--- src/sv/cfmf_pkg.sv ---
`timescale 1ns / 1ps
// Shared types and constants for the camera frame mode filter.
// Used by every module of the block; depends on nothing.
package cfmf_pkg;

  localparam logic [7:0]  START_BYTE = 8'd42;
  localparam logic [15:0] NO_READING = 16'd65506;

  // Six 16-bit words are kept from each frame.
  localparam int WORD_COUNT  = 6;
  localparam int BYTE_IDX_W  = 6;
  localparam int WORD_IDX_W  = 3;

  localparam int W_BALL_ANGLE     = 0;
  localparam int W_BALL_STRENGTH  = 1;
  localparam int W_YELLOW_ANGLE   = 2;
  localparam int W_YELLOW_STRENGTH = 3;
  localparam int W_BLUE_ANGLE     = 4;
  localparam int W_BLUE_STRENGTH  = 5;

  typedef logic [WORD_COUNT-1:0][15:0] frame_t;

  typedef enum logic [2:0] {
    BK_IDLE,
    BK_LOAD,
    BK_SCAN,
    BK_PICK,
    BK_OUT
  } back_state_t;

endpackage

--- src/sv/camera_frame_mode_filter.sv ---
`timescale 1ns / 1ps
// Top level of the camera frame mode filter.
// Depends on cfmf_pkg, cfmf_front, cfmf_queue and cfmf_back.
//
//   Channel  Direction  Contents
//   in_      slave      tdata[7:0] = rx_byte
//   out_     master     tdata = ball_angle, ball_strength, yellow_goal_angle,
//                       yellow_goal_strength, blue_goal_angle,
//                       blue_goal_strength; tuser[0] = attacking_yellow
//   cfg_     write      cfg_wr_data = attack_side
//
// Rates: the assembler takes one byte word per cycle, except that the last
// byte of a frame waits for room in the queue; a frame is FRAME_BYTES + 1
// words including the start byte. A frame whose ball pair is present goes
// straight to the output register; for any other the filter walks the
// history with its single compare unit, one entry pair per cycle.
// Reset (rst_n, synchronous, active low) fills the history with the missing
// marker and returns the assembler to hunting for the start byte.
// A two-frame queue lets the assembler keep taking bytes while the filter
// works or the result waits in the output register.

module camera_frame_mode_filter #(
  parameter int HISTORY_DEPTH = 8,
  parameter int FRAME_BYTES   = 12
) (
  input  logic         clk,
  input  logic         rst_n,
  // Input words: [7:0] rx_byte.
  input  logic         in_tvalid,
  output logic         in_tready,
  input  logic [7:0]   in_tdata,
  // Result words: [15:0] ball_angle, [31:16] ball_strength,
  // [47:32] yellow_goal_angle, [63:48] yellow_goal_strength,
  // [79:64] blue_goal_angle, [95:80] blue_goal_strength.
  output logic         out_tvalid,
  input  logic         out_tready,
  output logic [95:0]  out_tdata,
  // Result flags: [0] attacking_yellow.
  output logic [0:0]   out_tuser,
  // Attack side register, written whenever cfg_wr_en is high.
  input  logic         cfg_wr_en,
  input  logic         cfg_wr_data
);

  logic             attack_side_r;
  logic             push_valid, push_ready;
  cfmf_pkg::frame_t push_frame;
  logic             pop_valid, pop_ready;
  cfmf_pkg::frame_t pop_frame;
  cfmf_pkg::frame_t out_frame;
  logic             out_attack;

  // The attack side must be changed only while the block is idle; the
  // block does not enforce it. Sampled when a result loads the output register.
  always_ff @(posedge clk) begin
    if (!rst_n) begin
      attack_side_r <= 1'b0;
    end else if (cfg_wr_en) begin
      attack_side_r <= cfg_wr_data;
    end
  end

  cfmf_front #(
    .FRAME_BYTES (FRAME_BYTES)
  ) u_front (
    .clk        (clk),
    .rst_n      (rst_n),
    .byte_valid (in_tvalid),
    .byte_ready (in_tready),
    .byte_data  (in_tdata),
    .push_valid (push_valid),
    .push_ready (push_ready),
    .push_frame (push_frame)
  );

  cfmf_queue u_queue (
    .clk        (clk),
    .rst_n      (rst_n),
    .push_valid (push_valid),
    .push_ready (push_ready),
    .push_frame (push_frame),
    .pop_valid  (pop_valid),
    .pop_ready  (pop_ready),
    .pop_frame  (pop_frame)
  );

  cfmf_back #(
    .HISTORY_DEPTH (HISTORY_DEPTH)
  ) u_back (
    .clk         (clk),
    .rst_n       (rst_n),
    .pop_valid   (pop_valid),
    .pop_ready   (pop_ready),
    .pop_frame   (pop_frame),
    .attack_side (attack_side_r),
    .out_valid   (out_tvalid),
    .out_ready   (out_tready),
    .out_frame   (out_frame),
    .out_attack  (out_attack)
  );

  // Word 0 of the frame lands in the lowest bits of the result.
  assign out_tdata = out_frame;
  assign out_tuser = out_attack;

endmodule

--- src/sv/cfmf_front.sv ---
`timescale 1ns / 1ps
// Frame assembler: hunts for the start byte and pairs bytes into words.
// Depends on cfmf_pkg; pushes finished frames into cfmf_queue.
module cfmf_front #(
  parameter int FRAME_BYTES = 12
) (
  input  logic              clk,
  input  logic              rst_n,
  input  logic              byte_valid,
  output logic              byte_ready,
  input  logic [7:0]        byte_data,
  output logic              push_valid,
  input  logic              push_ready,
  output cfmf_pkg::frame_t  push_frame
);

  logic                              in_frame_r, in_frame_nxt;
  logic [cfmf_pkg::BYTE_IDX_W-1:0]   byte_idx_r, byte_idx_nxt;
  logic [7:0]                        hold_r, hold_nxt;
  cfmf_pkg::frame_t                  words_r, words_nxt;
  logic                              last_byte;
  logic                              take;
  logic [cfmf_pkg::BYTE_IDX_W-2:0]   word_idx;

  assign last_byte  = (byte_idx_r == cfmf_pkg::BYTE_IDX_W'(FRAME_BYTES - 1));
  assign byte_ready = !(in_frame_r && last_byte) || push_ready;
  assign take       = byte_valid && byte_ready;
  assign word_idx   = byte_idx_r[cfmf_pkg::BYTE_IDX_W-1:1];

  always_comb begin
    in_frame_nxt = in_frame_r;
    byte_idx_nxt = byte_idx_r;
    hold_nxt     = hold_r;
    words_nxt    = words_r;
    push_valid   = 1'b0;
    if (take) begin
      if (!in_frame_r) begin
        if (byte_data == cfmf_pkg::START_BYTE) begin
          in_frame_nxt = 1'b1;
          byte_idx_nxt = '0;
        end
      end else begin
        if (!byte_idx_r[0]) begin
          hold_nxt = byte_data;
        end else if (word_idx < (cfmf_pkg::BYTE_IDX_W-1)'(cfmf_pkg::WORD_COUNT)) begin
          words_nxt[word_idx[cfmf_pkg::WORD_IDX_W-1:0]] = {hold_r, byte_data};
        end
        if (last_byte) begin
          in_frame_nxt = 1'b0;
          byte_idx_nxt = '0;
          push_valid   = 1'b1;
        end else begin
          byte_idx_nxt = byte_idx_r + 1'b1;
        end
      end
    end
  end

  // The pushed frame includes the word completed by the final byte.
  assign push_frame = words_nxt;

  always_ff @(posedge clk) begin
    if (!rst_n) begin
      in_frame_r <= 1'b0;
      byte_idx_r <= '0;
      hold_r     <= '0;
    end else begin
      in_frame_r <= in_frame_nxt;
      byte_idx_r <= byte_idx_nxt;
      hold_r     <= hold_nxt;
    end
    words_r <= words_nxt;
  end

endmodule

--- src/sv/cfmf_queue.sv ---
`timescale 1ns / 1ps
// Two-entry queue of assembled frames between the assembler and the filter.
// Depends on cfmf_pkg for the frame type.
module cfmf_queue (
  input  logic              clk,
  input  logic              rst_n,
  input  logic              push_valid,
  output logic              push_ready,
  input  cfmf_pkg::frame_t  push_frame,
  output logic              pop_valid,
  input  logic              pop_ready,
  output cfmf_pkg::frame_t  pop_frame
);

  cfmf_pkg::frame_t mem_r [2];
  logic             wr_ptr_r, rd_ptr_r;
  logic [1:0]       count_r;
  logic             do_push, do_pop;

  assign push_ready = (count_r != 2'd2);
  assign pop_valid  = (count_r != 2'd0);
  assign pop_frame  = mem_r[rd_ptr_r];
  assign do_push    = push_valid && push_ready;
  assign do_pop     = pop_valid && pop_ready;

  always_ff @(posedge clk) begin
    if (!rst_n) begin
      wr_ptr_r <= 1'b0;
      rd_ptr_r <= 1'b0;
      count_r  <= 2'd0;
    end else begin
      if (do_push) begin
        wr_ptr_r <= ~wr_ptr_r;
      end
      if (do_pop) begin
        rd_ptr_r <= ~rd_ptr_r;
      end
      if (do_push && !do_pop) begin
        count_r <= count_r + 2'd1;
      end else if (do_pop && !do_push) begin
        count_r <= count_r - 2'd1;
      end
    end
    if (do_push) begin
      mem_r[wr_ptr_r] <= push_frame;
    end
  end

endmodule

--- src/sv/cfmf_back.sv ---
`timescale 1ns / 1ps
// Ball history, mode filter and result register.
// Depends on cfmf_pkg; pops frames from cfmf_queue.
module cfmf_back #(
  parameter int HISTORY_DEPTH = 8
) (
  input  logic              clk,
  input  logic              rst_n,
  input  logic              pop_valid,
  output logic              pop_ready,
  input  cfmf_pkg::frame_t  pop_frame,
  input  logic              attack_side,
  output logic              out_valid,
  input  logic              out_ready,
  output cfmf_pkg::frame_t  out_frame,
  output logic              out_attack
);

  localparam int CNT_W = $clog2(HISTORY_DEPTH + 1);

  cfmf_pkg::back_state_t state_r, state_nxt;

  logic [15:0] hist_a_r [HISTORY_DEPTH];
  logic [15:0] hist_d_r [HISTORY_DEPTH];
  logic [15:0] scan_a_r [HISTORY_DEPTH];
  logic [15:0] scan_d_r [HISTORY_DEPTH];

  logic [CNT_W-1:0] i_r, rem_r;
  logic [CNT_W-1:0] cnt_a_r, cnt_d_r, best_a_r, best_d_r;
  logic [15:0]      key_a_r, key_d_r, mode_a_r, mode_d_r;
  logic             cand_r;
  cfmf_pkg::frame_t res_r;
  cfmf_pkg::frame_t out_frame_r;
  logic             out_valid_r, out_attack_r;

  logic        take, need_mode, out_load, last_pick;
  logic        win_a, win_d;
  logic [15:0] pick_a, pick_d;

  assign need_mode = (pop_frame[cfmf_pkg::W_BALL_ANGLE] == cfmf_pkg::NO_READING) ||
                     (pop_frame[cfmf_pkg::W_BALL_STRENGTH] == cfmf_pkg::NO_READING);
  assign last_pick = (i_r == CNT_W'(HISTORY_DEPTH - 1));
  assign win_a     = cand_r && (cnt_a_r >= best_a_r);
  assign win_d     = cand_r && (cnt_d_r >= best_d_r);
  assign pick_a    = win_a ? key_a_r : mode_a_r;
  assign pick_d    = win_d ? key_d_r : mode_d_r;

  always_comb begin
    state_nxt = state_r;
    pop_ready = 1'b0;
    take      = 1'b0;
    out_load  = 1'b0;
    unique case (state_r)
      cfmf_pkg::BK_IDLE: begin
        pop_ready = 1'b1;
        if (pop_valid) begin
          take      = 1'b1;
          state_nxt = need_mode ? cfmf_pkg::BK_LOAD : cfmf_pkg::BK_OUT;
        end
      end
      cfmf_pkg::BK_LOAD: begin
        state_nxt = cfmf_pkg::BK_SCAN;
      end
      cfmf_pkg::BK_SCAN: begin
        if (rem_r == CNT_W'(1)) begin
          state_nxt = cfmf_pkg::BK_PICK;
        end
      end
      cfmf_pkg::BK_PICK: begin
        state_nxt = last_pick ? cfmf_pkg::BK_OUT : cfmf_pkg::BK_LOAD;
      end
      cfmf_pkg::BK_OUT: begin
        if (!out_valid_r || out_ready) begin
          out_load  = 1'b1;
          state_nxt = cfmf_pkg::BK_IDLE;
        end
      end
      default: begin
        state_nxt = cfmf_pkg::BK_IDLE;
      end
    endcase
  end

  always_ff @(posedge clk) begin
    if (!rst_n) begin
      state_r     <= cfmf_pkg::BK_IDLE;
      out_valid_r <= 1'b0;
      for (int k = 0; k < HISTORY_DEPTH; k++) begin
        hist_a_r[k] <= cfmf_pkg::NO_READING;
        hist_d_r[k] <= cfmf_pkg::NO_READING;
      end
    end else begin
      state_r <= state_nxt;
      if (out_load) begin
        out_valid_r <= 1'b1;
      end else if (out_ready) begin
        out_valid_r <= 1'b0;
      end
      if (take) begin
        // Newest pair enters at the end of the window.
        for (int k = 0; k < HISTORY_DEPTH - 1; k++) begin
          hist_a_r[k] <= hist_a_r[k+1];
          hist_d_r[k] <= hist_d_r[k+1];
        end
        hist_a_r[HISTORY_DEPTH-1] <= pop_frame[cfmf_pkg::W_BALL_ANGLE];
        hist_d_r[HISTORY_DEPTH-1] <= pop_frame[cfmf_pkg::W_BALL_STRENGTH];
      end else if (state_r == cfmf_pkg::BK_PICK) begin
        // Rotate by one; after a full pass the window is back in place.
        for (int k = 0; k < HISTORY_DEPTH - 1; k++) begin
          hist_a_r[k] <= hist_a_r[k+1];
          hist_d_r[k] <= hist_d_r[k+1];
        end
        hist_a_r[HISTORY_DEPTH-1] <= hist_a_r[0];
        hist_d_r[HISTORY_DEPTH-1] <= hist_d_r[0];
      end
    end

    if (take) begin
      res_r    <= pop_frame;
      i_r      <= '0;
      best_a_r <= '0;
      best_d_r <= '0;
      mode_a_r <= cfmf_pkg::NO_READING;
      mode_d_r <= cfmf_pkg::NO_READING;
    end

    if (state_r == cfmf_pkg::BK_LOAD) begin
      for (int k = 0; k < HISTORY_DEPTH; k++) begin
        scan_a_r[k] <= hist_a_r[k];
        scan_d_r[k] <= hist_d_r[k];
      end
      key_a_r <= hist_a_r[0];
      key_d_r <= hist_d_r[0];
      cand_r  <= (hist_a_r[0] != cfmf_pkg::NO_READING) &&
                 (hist_d_r[0] != cfmf_pkg::NO_READING);
      cnt_a_r <= '0;
      cnt_d_r <= '0;
      rem_r   <= CNT_W'(HISTORY_DEPTH) - i_r;
    end

    if (state_r == cfmf_pkg::BK_SCAN) begin
      cnt_a_r <= cnt_a_r + CNT_W'(scan_a_r[0] == key_a_r);
      cnt_d_r <= cnt_d_r + CNT_W'(scan_d_r[0] == key_d_r);
      for (int k = 0; k < HISTORY_DEPTH - 1; k++) begin
        scan_a_r[k] <= scan_a_r[k+1];
        scan_d_r[k] <= scan_d_r[k+1];
      end
      rem_r <= rem_r - CNT_W'(1);
    end

    if (state_r == cfmf_pkg::BK_PICK) begin
      if (win_a) begin
        best_a_r <= cnt_a_r;
      end
      if (win_d) begin
        best_d_r <= cnt_d_r;
      end
      mode_a_r <= pick_a;
      mode_d_r <= pick_d;
      i_r      <= i_r + CNT_W'(1);
      if (last_pick) begin
        res_r[cfmf_pkg::W_BALL_ANGLE]    <= pick_a;
        res_r[cfmf_pkg::W_BALL_STRENGTH] <= pick_d;
      end
    end

    if (out_load) begin
      out_frame_r  <= res_r;
      out_attack_r <= attack_side;
    end
  end

  assign out_valid  = out_valid_r;
  assign out_frame  = out_frame_r;
  assign out_attack = out_attack_r;

endmodule

--- config.mk ---
export PLATFORM = sky130hd
export DESIGN_NAME = camera_frame_mode_filter
export DESIGN_NICKNAME = d
export VERILOG_FILES = /design/src/sv/cfmf_pkg.sv /design/src/sv/camera_frame_mode_filter.sv /design/src/sv/cfmf_front.sv /design/src/sv/cfmf_queue.sv /design/src/sv/cfmf_back.sv
export SDC_FILE = /design/constraint.sdc
export NUM_CORES = 1
export LEC_CHECK = 0
export ABC_CLOCK_PERIOD_IN_PS = 13400
export BUFFER_PORTS_ARGS = -buffer_cell sky130_fd_sc_hd__buf_2
export CORE_UTILIZATION = 45
export DETAILED_ROUTE_END_ITERATION = 7
export PLACE_DENSITY = 0.62
export SETUP_SLACK_MARGIN = 0.02
export SLEW_MARGIN = 20
export SYNTH_ARGS = -nofsm -noshare
export SYNTH_HDL_FRONTEND = slang
export SYNTH_SLANG_ARGS = --single-unit
--- constraint.sdc ---
create_clock -name clk -period 13.4 [get_ports clk]
set_clock_uncertainty 0.15 [all_clocks]
set_input_delay 2.01 -clock clk [delete_from_list [all_inputs] [get_ports clk]]
set_output_delay 2.01 -clock clk [all_outputs]
set_load 0.02 [all_outputs]
# [Word-level counts from Yosys, hierarchy flattened]
# Memory sizes are Yosys's and may differ from the RTL's. A register that Yosys moved wholly into a read port is not among the register bits.
# Index checks and enable logic that the tools add are counted.
[totals] wordCells=265 latchBits=0 register_bits=402 romBits=0 output_inout_bits=99 mem_bits_rw=704 n_memories=5
[mem_list] name="u_queue.mem_r" depth=2 width=96 rd=1 rd_clocked_by_memory_dff=1 write_ports=1 line="cfmf_queue.sv:15" text="cfmf_pkg::frame_t mem_r [2];"
[mem_list] name="u_back.hist_a_r" depth=8 width=16 rd=8 rd_clocked_by_memory_dff=0 write_ports=8 line="cfmf_back.sv:23" text="logic [15:0] hist_a_r [HISTORY_DEPTH];"
[mem_list] name="u_back.hist_d_r" depth=8 width=16 rd=8 rd_clocked_by_memory_dff=0 write_ports=8 line="cfmf_back.sv:24" text="logic [15:0] hist_d_r [HISTORY_DEPTH];"
[mem_list] name="u_back.scan_a_r" depth=8 width=16 rd=8 rd_clocked_by_memory_dff=0 write_ports=8 line="cfmf_back.sv:25" text="logic [15:0] scan_a_r [HISTORY_DEPTH];"
[mem_list] name="u_back.scan_d_r" depth=8 width=16 rd=8 rd_clocked_by_memory_dff=0 write_ports=8 line="cfmf_back.sv:26" text="logic [15:0] scan_d_r [HISTORY_DEPTH];"
[classes] magnitude_cmp=5 multipliers=0 bitwise=49 n_reduce_logical=27 shift=0 div=0 addsub=8 muxes=114 eq_ne=18
[op_table] operator="$mux 16" n=52
[op_table] operator="$mux 96" n=4
[op_table] operator="$bwmux 96" n=1
[op_table] operator="$mux 32" n=3
[op_table] operator="$mux 4" n=13
[op_table] operator="$demux 16 s3" n=1
[op_table] operator="$or 1x1->1" n=46
[op_table] operator="$eq 16x16->1" n=2
[op_table] operator="$eq 16x16->1 const B" n=2
[op_table] operator="$ne 16x16->1 const B" n=2
[op_table] operator="$mux 1" n=29
[op_table] operator="$mux 6" n=3
[op_table] operator="$mux 3" n=5
[op_table] operator="$pmux 3 s5" n=1
[op_table] operator="$reduce_bool 2->1" n=6
[op_table] operator="$logic_and 1x1->1" n=10
[op_table] operator="$add 4x1->4" n=2
[op_table] operator="$eq 8x6->1 const B" n=1
[op_table] operator="$ge 4x4->1" n=2
[op_table] operator="$add 6x1->6 const B" n=1
[op_table] operator="$eq 3x2->1 const B" n=2
[op_table] operator="$eq 6x4->1 const B" n=1
[op_table] operator="$reduce_and 3->1" n=2
[op_table] operator="$lt 5x3->1 const B" n=1
[op_table] operator="other kinds (19)" n=29

# [Logic depth before layout (Yosys ltp)]
[logic_depth] depth_word=11 mapped_depth=9 ltp_nobuf=7

# [By module]
# Synthesis repeated with hierarchy kept, for this count alone.
[hier_totals] hier_cells=2855 hier_area_um2=42191.7
[by_module_without_submodules] module="cfmf_back" cells_per_inst=2226 seq_area_each_um2=23522.6 area_per_inst_um2=30963.4 n_inst=1
[by_module_without_submodules] module="cfmf_queue" cells_per_inst=323 seq_area_each_um2=5865.6 area_per_inst_um2=7332.0 n_inst=1
[by_module_without_submodules] module="cfmf_front" cells_per_inst=303 seq_area_each_um2=2222.1 area_per_inst_um2=3860.0 n_inst=1
[by_module_without_submodules] module="camera_frame_mode_filter" cells_per_inst=3 seq_area_each_um2=20.0 area_per_inst_um2=36.3 n_inst=1

# [Worst setup path after synthesis]
# OpenSTA, ideal clock, no wires.
[synth_timing] kind="input -> register" startpoint="input port rst_n" endpoint="memory u_back.hist_a_r[0][0] (enable)" path_slack_ns=6.118 required_ns=11.816 t_arrival_ns=5.697 stages=4 path_cell_list="clkbuf_1 > clkbuf_1 > clkbuf_1 > nand3_1"
[synth_lines] element="start: declaration" line="camera_frame_mode_filter.sv:27" text="input logic rst_n,"
[synth_lines] element="end: declaration" line="cfmf_back.sv:23"

==> flow_summary_export.csv <==
group,metric,value,unit
worst_setup_path,worstPathCellList,"buf_4, buf_4, nand3_4, buf_4",
cts,cts_hold_buf,0,
worst_setup_path,cp_num_cells,4,
timing,fin_crit,4.84,ns
die,core,92100,um2
place,dp.cells,4108,
worst_setup_path,crit_top_cell,"buf_4",
cts,cts_resized,0,
cts,ctsRootBufferMaster,"clkbuf_16",
cts,clock_latency,0.68,ns
timing,maxSlewViolCount,0,
drt,ant_nets,0,
synth,async_flop_share,0,
outcome,outcome,"complete, no violations",
place,portBuffers,112,
worst_setup_path,worstSetupStartpoint,"rst_n",
cts,numCtsBuffers,110,
global_route,antenna_found_initial,1,
worst_setup_path,crit_end,"u_back.hist_d_r[0][43]",
place,hpwlAfterDp,50000,um
drt,wl,87900,um
hold_path,min_path_type,"flop to flop",
worst_setup_path,reg2reg_from,"u_back.state_r[0]",
power_and_ir_drop,powerDensity,176,nW/um2
power_and_ir_drop,ir_drop,0.000149,V
cts,cts_tree,"done",
global_route,grt-ovfl-total,0,
drt,dr.pass1.iters,5,
die,design.die.area,94600,um2
synth,ys.flop_type,"edfxtp_1",
cells_and_area,final_util,0.516,
cts,cts.sinks,1107,
worst_setup_path,arrival,5.01,ns
timing,timing.hold.ws,0.266,ns
worst_setup_path,cp_max_fo,85,
power_and_ir_drop,p_leak,16.0,nW
timing,fmax,207,MHz
cts,clockBufferDepth,3,
cts,htreeDepth,3,
drt,via_count,22900,
timing,hold_violations,0,
cells_and_area,fin_nets,3012,
synth,ys_seq_elements,1107,
timing,relSlewSlack,0.288,
die,num_rows,111,
die,initial_core_util,0.456,
worst_setup_path,end_kind,"flop",
global_route,grtUsageTotal,0.187,
die,io_pins,113,
worst_setup_path,cp_top_family,"buffers and inverters",
drt,drt_iter0_markers,2257,
worst_setup_path,r2r_slack,8.82,ns
drt,viasPerCell,5.29,
synth,synth_cell_types,63,
global_route,grt_pass1_vias,23000,
timing,period_share,0.361,
cells_and_area,drive_above_1_share,0.176,
worst_setup_path,r2r_cells,5,
cells_and_area,num_antenna_cells,0,
drt,wl_per_cell,20.3,um
synth,synth_nets,2906,
synth,synth.yosys.seq_area_share,0.753,
worst_setup_path,slowest_delay,0.85,ns
worst_setup_path,required,13.57,ns
worst_setup_path,cp-start-kind,"primary input",
worst_setup_path,critical_path.slowest_cell,"buf_4",
synth,netlist_area,42000,um2
timing,setup_tns,0,ns
cells_and_area,areaGrowthSynthToFinish,13.1,%
synth,synth_edf_count,946,
timing,setup_viol,0,
timing,rsz0062_at_grt,"false",
flow_run,drv_cap,0,
die,die_h,308,um
synth,syn_inst,2874,
worst_setup_path,crit_type,"primary input to flop",
global_route,grt_max_degree,96,
cts,cts_setup_buffers,0,
cts,cts.reportedPaths.clkPinSlew,0.06,ns
synth,avgSynthCellArea,14.6,um2
global_route,grt_first_pass_wirelength,136000,um
synth,yosysWarningCount,0,
drt,detail_route.drc_violations,0,
worst_setup_path,path_buf_inv,3,
worst_setup_path,r2r-end,"u_back.scan_d_r[2][11]",
cells_and_area,n_fill_cell,7552,
die,fp.dieW,308,um
place,gp_congestion,0.817,
cells_and_area,fin_cells,4320,
timing,tightest_slew,1.07,ns
worst reg2reg max path: stages, from the launching register on:
cell	delay (ns)
dfxtp_1	0.57
nor3b_4	0.25
buf_4	0.67
or2_4	0.82
buf_4	0.77
buf_4	0.90
per-layer routing:
layer | part of all wire | wire, um | up-vias | track usage
li1 | - | - | 10500 | -
met1 | 0.43 | 38000 | 11500 | 0.258
met2 | 0.49 | 43100 | 630 | 0.311
met3 | 0.053 | 4670 | 143 | 0.0250
met4 | 0.024 | 2130 | 0 | 0.0545
met5 | 0 | 0 | - | 0
worst min path at each step:
stage               cells past startpoint        startpoint              endpoint  slack (ns)
finish                                  0  u_back.res_r[59]  u_back.out_frame[59]        0.27
global route                            0  u_back.res_r[58]  u_back.out_frame[58]        0.27
CTS                                     0  u_back.res_r[70]  u_back.out_frame[70]        0.27
detailed placement                      0  u_back.res_r[50]  u_back.out_frame[50]        0.25
global placement                        0  u_back.res_r[50]  u_back.out_frame[50]        0.25
floorplan                               0  u_back.res_r[32]  u_back.out_frame[32]        0.25
power breakdown:
group | internal, mW | switching, mW | total [mW]
sequential | 4.14 | 0.151 | 4.29
clock | 1.83 | 1.31 | 3.14
combinational | 0.239 | 0.706 | 0.945
registers in the layout, summed over array words and instances, names as in the netlist, 96 cells and up, named ones only:
signal / flops
u_queue.mem_r: 192
u_back.hist_a_r: 128
u_back.hist_d_r: 128
u_back.scan_a_r: 128
u_back.scan_d_r: 128
u_back.out_frame: 96
u_back.res_r: 96
u_front.words_r: 96
cells in the final DEF (no fill, tap or decap), types with 17 or more instances in the layout:
master | synthesis | final
clkbuf_16 | 0 | 112
o21ai_0 | 76 | 76
mux2_2 | 182 | 182
buf_4 | 4 | 29
a211oi_1 | 34 | 33
inv_1 | 19 | 18
dfxtp_1 | 161 | 160
clkbuf_1 | 82 | 24
nand4_1 | 20 | 20
a31oi_1 | 35 | 35
a21oi_1 | 17 | 17
buf_2 | 38 | 111
and3_1 | 50 | 49
nand3_1 | 81 | 78
clkinv_2 | 0 | 24
nand2b_1 | 174 | 173
edfxtp_1 | 946 | 946
xnor2_1 | 40 | 40
nand2_1 | 665 | 664
and2_1 | 20 | 18
mux2i_1 | 37 | 37
ha_1 | 18 | 18
nor2_1 | 50 | 49
cell families after synthesis:
logic type | after synthesis | synth area share
AO/OA/AOI/OAI | 192 | 0.0284
XOR/XNOR | 45 | 0.00938
adder cells (fa/ha/maj) | 18 | 0.00536
buffers and inverters | 168 | 0.0188
flip-flops | 1107 | 0.753
multiplexers | 229 | 0.0612
AND/OR/NAND/NOR | 1115 | 0.124
cell usage after synthesis (8+ instances only):
cell type | number | area [um2]
a211oi_1 | 34 | 255
a21oi_1 | 17 | 85.1
a31oi_1 | 35 | 219
and2_1 | 20 | 125
and3_1 | 50 | 313
buf_1 | 11 | 41.3
buf_2 | 38 | 190
buf_6 | 11 | 124
clkbuf_1 | 82 | 308
dfxtp_1 | 161 | 3220
edfxtp_1 | 946 | 28400
ha_1 | 18 | 225
inv_1 | 19 | 71.3
mux2_2 | 182 | 2050
mux2_4 | 10 | 150
mux2i_1 | 37 | 370
nand2_1 | 665 | 2500
nand2b_1 | 174 | 1090
nand3_1 | 81 | 405
nand4_1 | 20 | 125
nor2_1 | 50 | 188
nor2b_1 | 10 | 62.6
o211a_1 | 8 | 80.1
o21ai_0 | 76 | 380
xnor2_1 | 40 | 350
through the flow:
stage	cell area [um2]	setup slack [ns]	total power, mW
finish	47500	8.56	8.37
global route	47500	8.30	8.68
CTS	47500	8.53	8.45
detailed placement	43700	7.81	5.32
global placement	43700	7.88	5.29
floorplan	42000	6.12	5.00
cell type report:
| cell class | count | area [um2] | area share |
|---|---|---|---|
| Multi-Input combinational cell | 1599 | 9680 | 0.204 |
| Clock inverter | 60 | 679 | 0.0143 |
| Tap cell | 1243 | 1560 | 0.0327 |
| Timing Repair Buffer | 143 | 830 | 0.0175 |
| Sequential cell | 1107 | 31600 | 0.666 |
| Clock buffer | 149 | 3070 | 0.0646 |
| Inverter | 19 | 71.3 | 0.00150 |
No activity file was read; power rests on OpenSTA's default activity.
